### src/design/ptpd_pkg.sv
// ----------------------------------------------------------------------------
// ptpd_pkg
// Shared types and constants for the point transform with perspective divide.
// ----------------------------------------------------------------------------
package ptpd_pkg;

	localparam int FracBitsDefault = 16;
	localparam int NumRegs = 8;
	localparam int RegW = 64;
	localparam int RegIdxW = 3;
	localparam int CoordW = 32;
	// sum of three shifted full products plus translation, lossless
	localparam int SumW = 2 * CoordW;

	typedef logic signed [CoordW-1:0] coord_t;

	// one transaction leaving the front part: clamped sums and control
	typedef struct packed {
		coord_t sx;
		coord_t sy;
		coord_t sz;
		coord_t sw;
		logic do_div;
		logic dz;
		logic sat;
	} ptpd_cls_t;

	// result of the back part
	typedef struct packed {
		coord_t ox;
		coord_t oy;
		coord_t oz;
		logic dz;
		logic sat;
	} ptpd_res_t;

	// clamp a wide signed sum to 32 bits
	function automatic logic [CoordW:0] clamp_sum(input logic signed [SumW-1:0] v);
		logic [CoordW:0] r;
		if (v > SumW'(64'sd2147483647)) r = {1'b1, 32'h7fffffff};
		else if (v < SumW'(-64'sd2147483648)) r = {1'b1, 32'h80000000};
		else r = {1'b0, v[CoordW-1:0]};
		return r;
	endfunction

endpackage

### src/design/ptpd_fifo.sv
// ----------------------------------------------------------------------------
// ptpd_fifo
// Short queue between the front and back parts.
// ----------------------------------------------------------------------------
module ptpd_fifo import ptpd_pkg::*; (
	input  logic      clk,
	input  logic      arst_n,
	input  logic      wr_valid,
	output logic      wr_ready,
	input  ptpd_cls_t wr_data,
	output logic      rd_valid,
	input  logic      rd_ready,
	output ptpd_cls_t rd_data
);

	ptpd_cls_t mem_q [4];
	logic [1:0] wp_q, rp_q;
	logic [2:0] cnt_q;
	logic wr, rd;

	assign wr_ready = cnt_q != 3'd4;
	assign rd_valid = cnt_q != 3'd0;
	assign wr = wr_valid && wr_ready;
	assign rd = rd_valid && rd_ready;
	assign rd_data = mem_q[rp_q];

	// storage
	always_ff @(posedge clk) begin
		if (wr) mem_q[wp_q] <= wr_data;
	end

	// pointers
	always_ff @(posedge clk or negedge arst_n) begin
		if (!arst_n) begin
			wp_q <= '0;
			rp_q <= '0;
			cnt_q <= '0;
		end else begin
			if (wr) wp_q <= wp_q + 2'd1;
			if (rd) rp_q <= rp_q + 2'd1;
			cnt_q <= cnt_q + 3'(wr) - 3'(rd);
		end
	end

endmodule

### config.mk
export PLATFORM = sky130hd
export DESIGN_NAME = ptpd_fifo
export DESIGN_NICKNAME = d
export VERILOG_FILES = /design/src/design/ptpd_pkg.sv /design/src/design/ptpd_fifo.sv
export SDC_FILE = /design/constraint.sdc
export NUM_CORES = 1
export LEC_CHECK = 0
export BUFFER_PORTS_ARGS = -buffer_cell sky130_fd_sc_hd__clkbuf_2
export CAP_MARGIN = 10
export CORE_MARGIN = 8
export CORE_UTILIZATION = 40
export DETAILED_ROUTE_END_ITERATION = 10
export PLACE_DENSITY = 0.59
export SLEW_MARGIN = 20
export SYNTH_ARGS = -nofsm -noshare
export SYNTH_HDL_FRONTEND = slang
export SYNTH_SLANG_ARGS = --single-unit
### constraint.sdc
create_clock -name clk -period 5.58 [get_ports clk]
set_input_delay 0.837 -clock clk [delete_from_list [all_inputs] [get_ports clk]]
set_output_delay 0.837 -clock clk [all_outputs]
set_load 0.02 [all_outputs]
==> summary.md <==
| Metric | Value |
|---|---|
| Crit. End Element | `output port` |
| 1st-iter DRT viols | `just over 500` |
| CP arrival | `around 2800 ps` |
| Most common cell after layout, fill and taps aside | `edfxtp_1` |
| Crit Path Max Fanout | `57` |
| Metal-1 WL | `between 15000 and 20000 um` |
| Netlist cell types | `20` |
| Post_cts resized | `0` |
| Wire per inst | `between 20 and 25 um` |
| Via/cell ratio | `slightly above 5` |
| Clock-pin slew on the worst setup and hold paths | `60 ps` |
| I/O pin total | `~270` |
| Grt ovf | `0` |
| Total power | `around 13 mW` |
| Final WS setup | `roughly 2000 ps` |
| Max Used Layer | `met5` |
| Synth Net Count | `868` |
| Core ar. | `roughly 0.048 mm2` |
| Die area | `about 0.056 mm2` |
| Num rows | `80` |
| All-Layer GR Usage | `13.9%` |
| Dpl cells | `approximately 1600` |
| Hold-fix buffers at CTS | `0` |
| Slew @ Worst Pin | `985 ps` |
| Gp weighted congestion | `roughly 0.70` |
| Routed via count | `~8700` |
| H-tree depth | `2` |
| MaxCap Viol Count | `0` |
| Clock Tree Root | `clkbuf_16` |
| Post-route core utilization | `roughly half` |
| Met2 wire length | `18100 um` |
| Initial Utilization | `between 40% and 50%` |
| Clk Latency, worst-skew pair | `580 ps` |
| Number of global-route vias before repair | `9237` |
| Max-Slew Margin vs Limit | `34.3%` |
| Top cells by area, synth | `edfxtp_1, mux4_2, dfrtp_1` |
| Most frequent cells in the layout | `edfxtp_1, clkbuf_2, mux4_2` |
| Fmax | `279 MHz` |
| Clk_skew | `~12 ps` |
| Initial antenna violation count | `9` |
| Footprint of the multi-input gates | `0.00323 mm2` |
| Dpl ws | `2540 ps` |
| Area occupied by registers | `approximately 0.016 mm2` |
| # clock sinks | `between 500 and 600` |
| Detailed Place HPWL | `approximately 23000 um` |
| Met3 routed WL | `3050 um` |
| Final Setup Violations | `0` |
| Layout Nets | `1172` |
| Share of the synthesized area in the top cell type | `81.3%` |
| First-pass GRT wire length | `around 59000 um` |
| Post-route setup TNS | `0 ps` |
| Slew Limit Fails | `0` |
| DRC | `0` |
| CTS buffer count | `55` |
| Yosys top cell by area | `edfxtp_1` |
| Startpoint types | `flip-flop` |
| Port Buf Inserts | `267` |
| Critical Path RT | `4740 ps` |
| RSZ-0062 raised after global routing | `no` |
| Die Height | `~240 um` |
| WS Path Type | `reg2out` |
| Syn. warnings | `0` |
| Cell Pwr Density | `558 mW/mm2` |
| CTS tree | `yes` |
| Class of the worst hold path | `in2async` |
| Max IR drop VDD | `roughly 0.00047 V` |
| Leak | `7.82 nW` |
| Tmin final | `3580 ps` |
| Setup Buffers After CTS | `0` |
| Hold_ws | `~100 ps` |
| Outcome | `finished clean` |
| Antenna-violating nets left | `0` |
| Post-synthesis sequential area ratio | `between 80% and 90%` |
| Detailed Routing Iterations Pass 1 | `4` |
| Layout cell share with drive strength beyond 1 | `approximately 45%` |
| Pin count of the biggest net entering global routing | `96` |
| Final WL | `~39000 um` |
| Fin area | `0.0231 mm2` |
| Max clock buf depth | `3` |
| Die Span X | `approximately 240 um` |
| Fin crit share | `roughly 64%` |
| Fin cells | `1689` |
| Synth Register Bits | `531` |
| Mean area per synthesized cell | `roughly 27 um2` |
| Layout fillers | `approximately 4000` |
| Synthesized area | `between 0.015 and 0.02 mm2` |
| Post-Syn Instances | `between 700 and 800` |
| Placed cell areas | `approximately 0.021 mm2` |
| Synth-to-Final Area Change | `19.3%` |
| Hold Vio Cnt, Final | `0` |
where the power goes:
part | internal [mW] | leakage (nW) | switching [mW]
clock | 1.97 | 0.803 | 1.38
combinational | 1.56 | 2.14 | 2.42
sequential | 5.26 | 4.88 | 0.286
state kept, by name, summed over array words and instances, names as in the netlist:
signal  flops
rp_q        2
cnt_q       3
mem_q     524
wp_q        2
critical path: stages (launching register included):
cell	delay, ps
dfrtp_4	990
buf_4	520
mux4_2	390
clkbuf_2	180
cell usage after synthesis:
| master | instances |
|---|---|
| nand4bb_1 | 2 |
| fa_1 | 1 |
| clkbuf_1 | 5 |
| nand2_1 | 1 |
| ha_1 | 6 |
| buf_2 | 16 |
| buf_6 | 9 |
| or3_1 | 1 |
| edfxtp_1 | 524 |
| inv_1 | 6 |
| and3b_1 | 4 |
| o311ai_0 | 1 |
| nand2b_1 | 4 |
| xor2_1 | 1 |
| xnor2_1 | 3 |
| dfrtp_1 | 7 |
| o31a_1 | 1 |
| o211ai_1 | 2 |
| mux4_2 | 131 |
| nor3b_1 | 1 |
area by class of cell:
type,count,area share [%]
Tap cell,615,3.33
Clock inverter,18,0.564
Sequential cell,531,69.0
Timing Repair Buffer,277,6.39
Antenna cell,5,0.0542
Clock buffer,78,6.61
Inverter,6,0.0976
Multi-Input combinational cell,159,14.0
cells by family (layout without fill, tap and decap cells):
group,count (synthesis),in the layout,synth area share (%)
AOI/OAI and AO/OA,4,4,0.168
xor gates and xnor gates,4,4,0.181
adders and majority gates,7,7,0.492
buffers and inverters,36,379,1.15
DFF,531,531,82.2
muxes,131,131,15.3
other,0,5,0
and+or+nand+nor,13,13,0.517
routing by layer:
layer,vias to the layer above,track usage (%)
li1,3762,-
met1,4582,18.8
met2,232,21.1
met3,63,5.34
met4,12,3.20
met5,-,0
path summary, 6_finish.rpt:
path,from,end,slack (ps),depth (start not counted)
worst max-delay path,rp_q[1],rd_data[50],2000,3
worst min-delay path,arst_n,rp_q[1],100,1
worst max register to register,cnt_q[2],mem_q[2][62],2870,3
worst min register to register,wp_q[1],wp_q[1],610,2
max in group asynchronous,arst_n,rp_q[0],5270,1
min in group clk,wr_data[55],mem_q[2][55],470,1
(Power assumes the default switching activity.)
